`config.mk`:
```
export PLATFORM = sky130hd
export DESIGN_NAME = bchf_merge
export DESIGN_NICKNAME = d
export VERILOG_FILES = /design/src/sv/bchf_pkg.sv /design/src/sv/bchf_merge.sv
export SDC_FILE = /design/constraint.sdc
export NUM_CORES = 1
export LEC_CHECK = 0
export BUFFER_PORTS_ARGS = -buffer_cell sky130_fd_sc_hd__buf_2
export CELL_PAD_IN_SITES_DETAIL_PLACEMENT = 1
export CELL_PAD_IN_SITES_GLOBAL_PLACEMENT = 2
export CORE_MARGIN = 3
export CORE_UTILIZATION = 10
export DETAILED_ROUTE_END_ITERATION = 10
export HOLD_SLACK_MARGIN = 0.03
export PLACE_DENSITY = 0.95
export SKIP_CTS_REPAIR_TIMING = 1
export SLEW_MARGIN = 25
export SYNTH_ARGS = -nofsm -noshare
export SYNTH_HDL_FRONTEND = slang
export SYNTH_SLANG_ARGS = --single-unit
export TNS_END_PERCENT = 100
```
`constraint.sdc`:
```
create_clock -name clk -period 1.79 [get_ports clk]
set_input_delay 0.358 -clock clk [delete_from_list [all_inputs] [get_ports clk]]
set_output_delay 0.358 -clock clk [all_outputs]
set_load 0.01 [all_outputs]
```
`src/sv/bchf_pkg.sv`:
```
// Shared types and constants for the border-connected hole fill block.
package bchf_pkg;

  localparam int ROW_W        = 64;  // width of a row on the ports
  localparam int CFG_W        = 7;   // width of the column-count register
  localparam int MAX_ROWS_DEF = 64;
  localparam int MAX_COLS_DEF = 64;
  localparam logic [CFG_W-1:0] COLS_RESET = CFG_W'(64);

  typedef struct packed {
    logic [ROW_W-1:0] row_bits;
    logic             last_row;
  } in_req_t;

  typedef struct packed {
    logic [ROW_W-1:0] result_bits;
    logic             last_out;
    logic             rows_dropped;
  } out_req_t;

  // Controls broadcast to every row lane.
  typedef struct packed {
    logic seed;   // mask stored row, plant border seeds
    logic step;   // one propagation step
    logic shift;  // move reached rows toward lane 0 for output
  } lane_ctl_t;

  typedef enum logic [1:0] {
    S_LOAD,
    S_SEED,
    S_FLOOD,
    S_EMIT
  } state_t;

endpackage

```
`src/sv/bchf_merge.sv`:
```
// Merge stage: combines lane change flags into a registered "settled" flag.
module bchf_merge #(
  parameter int LANES = bchf_pkg::MAX_ROWS_DEF
) (
  input  logic               clk,
  input  logic               rst,
  input  bchf_pkg::lane_ctl_t ctl,
  input  logic [LANES-1:0]   lane_changed,
  output logic               settled
);
  import bchf_pkg::*;

  always_ff @(posedge clk) begin
    if (rst || ctl.seed) begin
      settled <= 1'b0;
    end else if (ctl.step) begin
      settled <= ~(|lane_changed);
    end
  end

endmodule

```
# Yosys cells after proc, flatten, opt, wreduce, memory -nomap -nowiden
# Index checks and enable logic that the tools add are counted.
[op_classes] bitwise_logic=1 n_reduce_logical=2
[op_table] cell="OR reduction 64 bit" n=1
[op_table] cell="logical OR 1 bit" n=1
[op_table] cell="NOT 1 bit" n=1
[word_totals] ff_bits=1 inputBits=69 output_inout_bits=1 elab_cells=4

# Longest topological paths before layout
[logic_depth] word_depth=2 depth_mapped=4 depth_no_buf=4

# Least setup slack after synthesis
# Ideal clock, no wire load.
[synth_path] kind="input to register" startpoint="in lane_changed[17]" endpoint="reg settled" setup_time_ps=69 arrival_ps=1302 required_time_ps=1721 setup_slack_ps=419 cell_stages=4 path_buffers=0 cell_sequence="nor4_1 > nand4_1 > or4_1 > o21ai_1"
[synth_via] elab_chain_cells=2
[synth_rtl] item="from (decl)" line="bchf_merge.sv:8" rtl="input logic [LANES-1:0] lane_changed,"
[synth_rtl] item="OR reduction 64 bit" line="bchf_merge.sv:17" rtl="settled <= ~(|lane_changed);"
[synth_rtl] item="NOT 1 bit" line="bchf_merge.sv:17"
[synth_rtl] item="to (signal assigned)" line="bchf_merge.sv:17"
[synth_rtl] item="to (decl)" line="bchf_merge.sv:9" rtl="output logic settled"
# No other way between the ends.
# A chain may end at the register's enable or synchronous reset.

# Final worst setup path
# Ends and elaborated chain as after synthesis.

==> reports/qor.txt <==
Status: complete, no violations
Largest net degree at the start of global routing: 3
WHS Path Cells: 2
Port Buf Inserts: 68
First-pass GRT wire length: 2.11 mm
Reg power frac: 21.1%
Routed len/inst: 12.2 µm
Critical path type: in -> reg
Worst-Margin Slew: 288 ps
TNS Setup: 0 ps
Synth Area per Inst: 7.89 µm²
Number of global-route vias before repair: 529
CP Max Fanout: 1
Routed vias: 511
Chip width: 51.3 µm
CP Capture Type: flop
Net Sw Frac: 25.9%
Leakage power total: 0.292 nW
HP Start: settled
Crit path max-delay cell type: or4_1
Initial antenna violation count: 0
Reg with most FFs: settled
Clock share of power: 0%
Gr usage total: 10.2%
Psw: 27.8 µW
Max Clock Skew: 0 ps
Max cap viols: 0
GRT overflow: 0
Gp weighted congestion: 0.665
Fmax: 641 MHz
Storage element area: 20.0 µm²
Worst skew pair latency: 0 ps
Die H: 51.3 µm
Starting DRT DRC Count: 0
Io pins: 70
Worst path arrival time: 1490 ps
1st-pass router iterations: 1
Ant diodes: 0
RSZ-0062 raised after global routing: no
Critical Path RT: 1720 ps
Total length of routed wires: 1.45 mm
Core area: 1840 µm²
Multi-input logic area: 185 µm²
Avg Vias per Cell: 4.29
Number of flip-flops in the largest register: 1
Initial core utilization: 11.2%
Yosys cell types: 12
Power Density: 186 nW/µm²
Post-route ant nets: 0
Total die area: 2630 µm²
Nets: 165
Hpwl dp: 1.44 mm
Final Cycle Share: 87.2%
Commonest cells after routing, fill and taps aside: buf_2, nor4_1, nand4_1, nor4_2
Regs by FF count: settled x1
Most common cell after layout, fill and taps aside: buf_2
Crit path launch type: primary input
Final-report hold violation count: 0
Number of remaining DRC errors: 0
Clk slew on worst S/H paths: 0 ps
Internal power: 79.7 µW
Post-synthesis cell area: 205 µm²
Worst Hold End: settled
Share of cells above drive strength 1: 76.6%
Post-Syn Nets: 95
Reg2Reg Depth: 2
Slew headroom: 80.5%
Final setup viols: 0
CP cell instances: buf_2 -> nor4_1 -> nand4_1 -> or4_1 -> o21ai_1
Worst setup margin: 229 ps
Largest stage delay on the critical path: 510 ps
Comb pwr share: 78.9%
R2R setup slack: 760 ps
Post-synthesis instance total: 26
Worst supply voltage drop on vdd: 71.7 µV
Seq cells post-synth: 1
R2r endpoint: settled
Final Max Tran Viols: 0
Worst slack, placed: 199 ps
Ys Warns: 0
Worst r2r src: settled
Area Overhead vs Synth: 181%
Final Critical Period: 1560 ps
Post-synthesis sequential area ratio: 9.76%
Std cell rows: 15
Filler cell count: 256
Type of the tightest min-delay check: reg -> reg
[worst max path at each step]
stage / from / end / depth (start not counted)
after floorplan: lane_changed[17] / settled / 4
after global placement: lane_changed[10] / settled / 5
after detailed placement: lane_changed[22] / settled / 5
after CTS: lane_changed[22] / settled / 5
after global routing: lane_changed[17] / settled / 5
final: lane_changed[17] / settled / 5
[critical path, delay by kind of cell]
family                 cells  cell delay [ps]
and+or+nand+nor            3              920
buffers and inverters      1              100
AOI/OAI and AO/OA          1              120
[synth_stat cells (all sizes together)]
cell	instances	share of area, %
nand4	3	9.1
nor4	15	59
nor3	1	2.4
o21ai	1	2.4
nand2	1	1.8
or4b	1	4.9
or4	1	3.7
nor4b	1	4.3
dfxtp	1	9.8
nand3	1	2.4
[kinds of logic after synthesis]
group / synth area share [%]
AND/OR/NAND/NOR: 87.8
AO/OA/AOI/OAI: 2.44
flip-flops: 9.76
[power by group through the flow]
stage / sequential [mW] / clock [mW] / combinational, mW
final: 0.0227 / 0 / 0.0848
after global routing: 0.0227 / 0 / 0.0955
after CTS: 0.0227 / 0 / 0.0864
after detailed placement: 0.0227 / 0 / 0.0862
after global placement: 0.0227 / 0 / 0.0823
after floorplan: 0.0227 / 0 / 0.00885
[metrics by stage]
stage | utilization (%) | instances | hold WS [ps] | power (mW) | area (µm²)
after floorplan | - | 26 | 538 | 0.0316 | 205
after global placement | 31.4 | 119 | 572 | 0.105 | 577
after detailed placement | 31.4 | 119 | 575 | 0.109 | 577
after CTS | 31.4 | 119 | 575 | 0.109 | 577
after global routing | 31.4 | 119 | 582 | 0.118 | 577
final | 31.4 | 119 | 571 | 0.108 | 577
[metal layers]
layer  global-route usage, %  wire, µm  vias up
met5                       0         0        -
met4                       0         0        0
met3                   0.875       131        0
met2                    23.8       888       26
met1                    9.39       429      226
li1                        -         -      259
[area by class of cell]
class / instances / area share (%)
Multi-Input combinational cell: 25 / 32.1
Tap cell: 25 / 5.42
Timing Repair Buffer: 68 / 59.0
Sequential cell: 1 / 3.47
No activity file was read; power rests on OpenSTA's default activity.
