$ cat src/sv/bchf_pkg.sv
// Shared types and constants for the border-connected hole fill block.
package bchf_pkg;

  localparam int ROW_W        = 64;  // width of a row on the ports
  localparam int CFG_W        = 7;   // width of the column-count register
  localparam int MAX_ROWS_DEF = 64;
  localparam int MAX_COLS_DEF = 64;
  localparam logic [CFG_W-1:0] COLS_RESET = CFG_W'(64);

  typedef struct packed {
    logic [ROW_W-1:0] row_bits;
    logic             last_row;
  } in_req_t;

  typedef struct packed {
    logic [ROW_W-1:0] result_bits;
    logic             last_out;
    logic             rows_dropped;
  } out_req_t;

  // Controls broadcast to every row lane.
  typedef struct packed {
    logic seed;   // mask stored row, plant border seeds
    logic step;   // one propagation step
    logic shift;  // move reached rows toward lane 0 for output
  } lane_ctl_t;

  typedef enum logic [1:0] {
    S_LOAD,
    S_SEED,
    S_FLOOD,
    S_EMIT
  } state_t;

endpackage

$ cat src/sv/bchf_lane.sv
// One row lane: stored open row, reached row, and its propagation step.
module bchf_lane #(
  parameter int W = bchf_pkg::MAX_COLS_DEF
) (
  input  logic               clk,
  input  bchf_pkg::lane_ctl_t ctl,
  input  logic               load_en,
  input  logic [W-1:0]       row_in,
  input  logic               keep,     // lane holds a row of this grid
  input  logic               border,   // first or last row of the grid
  input  logic [W-1:0]       col_mask,
  input  logic [W-1:0]       edge_mask,
  input  logic [W-1:0]       up,       // reached row of lane r-1
  input  logic [W-1:0]       down,     // reached row of lane r+1
  input  logic [W-1:0]       shift_in,
  output logic [W-1:0]       reached,
  output logic               changed
);
  import bchf_pkg::*;

  logic [W-1:0] open_row;
  logic [W-1:0] grow;
  logic [W-1:0] seed_mask;
  logic [W-1:0] masked;

  assign masked    = open_row & col_mask;
  assign seed_mask = border ? col_mask : edge_mask;
  assign grow      = (reached | (reached << 1) | (reached >> 1) | up | down) & open_row;

  always_ff @(posedge clk) begin
    if (load_en) begin
      open_row <= row_in;
    end else if (ctl.seed) begin
      open_row <= keep ? masked : '0;
    end

    if (ctl.seed) begin
      reached <= keep ? (masked & seed_mask) : '0;
      changed <= 1'b1;
    end else if (ctl.step) begin
      reached <= grow;
      changed <= (grow != reached);
    end else if (ctl.shift) begin
      reached <= shift_in;
    end
  end

endmodule

$ cat config.mk
export PLATFORM = sky130hd
export DESIGN_NAME = bchf_lane
export DESIGN_NICKNAME = d
export VERILOG_FILES = /design/src/sv/bchf_pkg.sv /design/src/sv/bchf_lane.sv
export SDC_FILE = /design/constraint.sdc
export NUM_CORES = 1
export LEC_CHECK = 0
export BUFFER_PORTS_ARGS = -buffer_cell sky130_fd_sc_hd__buf_2
export CAP_MARGIN = 20
export CORE_AREA = 2 2 179 181
export CTS_CLUSTER_SIZE = 12
export DETAILED_ROUTE_END_ITERATION = 6
export DIE_AREA = 0 0 181 183
export GPL_TIMING_DRIVEN = 0
export PLACE_DENSITY = 0.63
export SETUP_SLACK_MARGIN = 0.4
export SLEW_MARGIN = 20
export SYNTH_ARGS = -nofsm -noshare
export SYNTH_HDL_FRONTEND = slang
export SYNTH_SLANG_ARGS = --single-unit
$ cat constraint.sdc
create_clock -name clk -period 4.9 [get_ports clk]
set_clock_uncertainty 0.05 [all_clocks]
set_input_delay 0 -clock clk [delete_from_list [all_inputs] [get_ports clk]]
set_output_delay 0 -clock clk [all_outputs]
set_load 0.02 [all_outputs]
* Word level (Yosys, flattened, before mapping) *
Cells that the tools add are included.

word-level totals
  output and inout bits = 65
  bits in registers = 129
  input bits = 391

operators by class
  bitwise logic cells = 7
  muxes and demuxes = 8
  reduce and logical (&&, ||, !) cells = 2
  equal/unequal tests = 1

operators with widths
  cell                          number
  2-to-1 mux 64 bit             8
  AND 64 bit                    3
  bitwise OR 64 bit             3
  != test 64 bit                1
  bitwise OR 64 x 63 -> 64 bit  1
  nonzero test 3 bit            1
  nonzero test 2 bit            1

* Logic depth before layout (Yosys ltp) *
  depth in word-level cells = 7
  depth in mapped cells = 6

* Least setup slack after synthesis *
OpenSTA, ideal clock, no wires.

  kind = input -> register
  start = in ctl[1] (netlist name)
  end = reg reached[0] (enable)
  arrival time = 1.705 ns
  stages = 2
  slack = 2.720 ns
  buffers on the path = 1
  required time = 4.425 ns
  setup time = 0.425 ns
  path through = clkbuf_1 > or3_1

on the way
  word-level cells in the longest chain between the ends = 1

ends and longest elaborated chain
  item                                 line             RTL
  from (decl)                          bchf_lane.sv:6   input bchf_pkg::lane_ctl_t ctl,
  nonzero test 3 bit (no source line)  n/a
  to (signal assigned)                 bchf_lane.sv:38  reached <= keep ? (masked & seed_mask) : '0;
  to (signal assigned)                 bchf_lane.sv:41  reached <= grow;
  to (signal assigned)                 bchf_lane.sv:44  reached <= shift_in;
  to (decl)                            bchf_lane.sv:16  output logic [W-1:0] reached,

No other way between the ends.
A chain may end at the register's enable or synchronous reset.

* Worst setup path in the final report *
  start = reg reached[13]
  end = reg changed

on the way
  word-level cells in the longest chain between the ends = 6

ends and longest elaborated chain
  item                             line             RTL
  bitwise OR 64 bit                bchf_lane.sv:28  assign grow = (reached | (reached << 1) | (reached >> 1) | up | down) & open_row;
  bitwise OR 64 x 63 -> 64 bit     bchf_lane.sv:28
  bitwise OR 64 bit (2 in series)  bchf_lane.sv:28
  AND 64 bit                       bchf_lane.sv:28
  != test 64 bit (*)               bchf_lane.sv:42  changed <= (grow != reached);
  to (signal assigned)             bchf_lane.sv:42
  to (decl)                        bchf_lane.sv:17  output logic changed

Every way passes the cells marked *; elsewhere a longest branch is shown, timed or not.

==> impl_metrics.yaml <==
status:
  run_status: "complete, no violations"
critical_path:
  endpoint_kind: "flop"
  cp_max_fo: 6
  critPathRequiredTime_ns: 5.14
  worstSetupStartpointType: "flop"
  path_class: "flop to flop"
  crit_arrival_ns: 3.07
sta:
  fin_crit_sh: 0.577
  fin_crit_ns: 2.83
  setup_viol: 0
  finalMaxSlewViolations: 0
  fin_ws_ns: 2.07
  worstMarginPinSlew_ns: 0.946
  maxSlewHeadroom: 0.369
  worst_hold_slack_ns: 0.0220
  finalHoldViolations: 0
  rsz0062_at_grt: "no"
  clock.fmax_mhz: 353
  finalSetupTns_ns: 0
synthesis:
  synth_top_area_frac: 0.459
  synth.net_count: 1336
  synth_compound_area_frac: 0.272
  syn_area_um2: 8370
  synth_area_per_cell_um2: 8.86
  syn_inst: 945
  synthAdderAreaFrac: 0
  synth_edf_count: 128
  synth_top_family_by_area: "compound AO/OA/AOI/OAI gates"
  synthXorXnorAreaFrac: 0.00105
  yosysWarnings: 0
  yosys.area.top_type: "edfxtp_1"
  synth.distinct_cells: 49
  ys.flop_type: "edfxtp_1"
  async_flop_share: 0
  ys_seq_elements: 129
  yosys.area_share.simple: 0.219
  ys_top_cells_by_area: "edfxtp_1 46%, o21ai_0 7.5%, or4_1 5.3%"
  seq_area_frac_synth: 0.462
  muxShareOfSynthArea: 0
pwr:
  vdd_ir_drop_max_mv: 0.247
  leakagePower_nw: 6.14
  power.total_mw: 3.84
  power.share.combinational: 0.257
  p_switching_mw: 1.28
  p_seq_frac: 0.398
  internal-power_mw: 2.56
  clkPwrFrac: 0.344
  p_sw_frac: 0.333
  pwr_density_cell_nw_per_um2: 269
clock_network:
  post-cts-setup-buffers: 0
  worstSkewPairLatency_ns: 0.43
  clock_path_buffers: 2
  cts_buffers: 17
  cts_resized: 0
  cts_tree: "yes"
  clk_pin_slew_ns: 0.07
  clock-root-buffer: "clkbuf_16"
  clock_sinks: 129
  htree_levels: 4
  ctsHoldBuffers: 251
placement:
  gp_congestion: 0.936
  io_buffers: 452
  detailed_place_hpwl_mm: 41.7
  pre_cts_slack_ns: 2.10
detailed_routing:
  viasPerCell: 5.56
  drt_pass1_iterations: 5
  drtAntennaViolNets: 0
  vias: 11624
  drtIter0Drc: 1083
  drc: 0
  drt_wl_total_mm: 54.9
  wl_per_cell_um: 26.3
grt:
  grt_antenna_before_repair: 6
  grt_pass1_vias: 11761
  track_usage: 0.323
  grt_max_degree: 35
  grt_pass1_wl_mm: 77.2
  gr-total-overflow: 0
worst_hold_path:
  hp-class: "input pin to flop"
cells_and_area:
  nets: 2060
  final_cell_mix: "452 x buf_2, 251 x dlygate4sd3_1, 128 x edfxtp_1, 125 x o21ai_0, 86 x nand2_1"
  fillers: 3143
  area_delta_synth_final_pct: 70.7
  drive_gt1_frac: 0.291
  final_common_cell: "buf_2"
floorplan:
  die_area_um2: 33100
  std_cell_rows: 65
  die_w_um: 181
  die_h_um: 183
  initial_core_util: 0.268
  core_area_um2: 31200
  io_pins: 456
job:
  maxCapViolCount: 0
sequential cells by signal (all words and copies together) (netlist names):
signal / count
changed: 1
open_row: 64
reached: 64
metrics by stage:
stage	util	cells	area (um^2)
6_report	0.458	2089	14300
5_1_grt	0.457	2087	14300
4_1_cts	0.457	2084	14300
3_5_place_dp	0.358	1801	11200
3_3_place_gp	0.357	1799	11100
2_1_floorplan	-	945	8370
power by group through the flow:
stage / Combinational, mW / Sequential [mW] / Clock, mW
after detailed placement: 0.773 / 1.54 / 0
final: 0.988 / 1.53 / 1.32
after global routing: 1.05 / 1.54 / 1.38
after floorplan: 0.310 / 1.51 / 0
after global placement: 0.762 / 1.54 / 0
after CTS: 0.964 / 1.52 / 1.33
Yosys cell counts, types with 14 or more instances:
cell / instances
a211oi_1: 45
a21oi_1: 60
a32oi_1: 24
clkbuf_1: 51
edfxtp_1: 128
inv_1: 47
nand2_1: 86
nand2b_1: 26
nand3_1: 53
nor2_1: 76
nor2b_1: 21
o21ai_0: 125
o21bai_1: 47
o32ai_1: 14
or4_1: 59
area by class of cell:
cell class	instances	area, um^2	share of cell area
diodes	5	12.5	0.000875
inverters	48	180	0.0126
clock buffers	18	429	0.0300
clock inverters	14	155	0.0109
well taps	402	503	0.0352
multi-input cells	714	4130	0.289
plain buffers	54	203	0.0142
flip-flops and latches	129	3860	0.270
repair buffers	705	4810	0.337
worst paths after layout:
path / cells after the start / start / slack [ns] / to
hold / removal: 3 / col_mask[2] / 0.02 / open_row[2]
setup reg to reg: 6 / reached[13] / 2.07 / changed
setup / recovery: 6 / reached[13] / 2.07 / changed
hold reg to reg: 2 / changed / 0.50 / changed
cell families after synthesis:
family,count (synthesis)
xor gates and xnor gates,1
AOI/OAI and AO/OA,357
and+or+nand+nor,356
buffers and inverters,102
DFF,129
critical path, stage by stage (launching register included):
cell      delay (ns)
edfxtp_1        0.56
or4_1           0.66
a32oi_1         0.38
and4_1          0.24
nand4b_1        0.11
nor4_1          0.54
a31oi_1         0.14
metal layers:
layer | track usage | vias up | wire length, um | part of all wire
li1 | - | 5110 | - | -
met1 | 0.398 | 5545 | 21400 | 0.39
met2 | 0.569 | 844 | 26700 | 0.49
met3 | 0.0544 | 123 | 4950 | 0.090
met4 | 0.116 | 2 | 1920 | 0.035
met5 | 0 | - | 14 | 0.00025
Power figures use the tool's default switching activity.
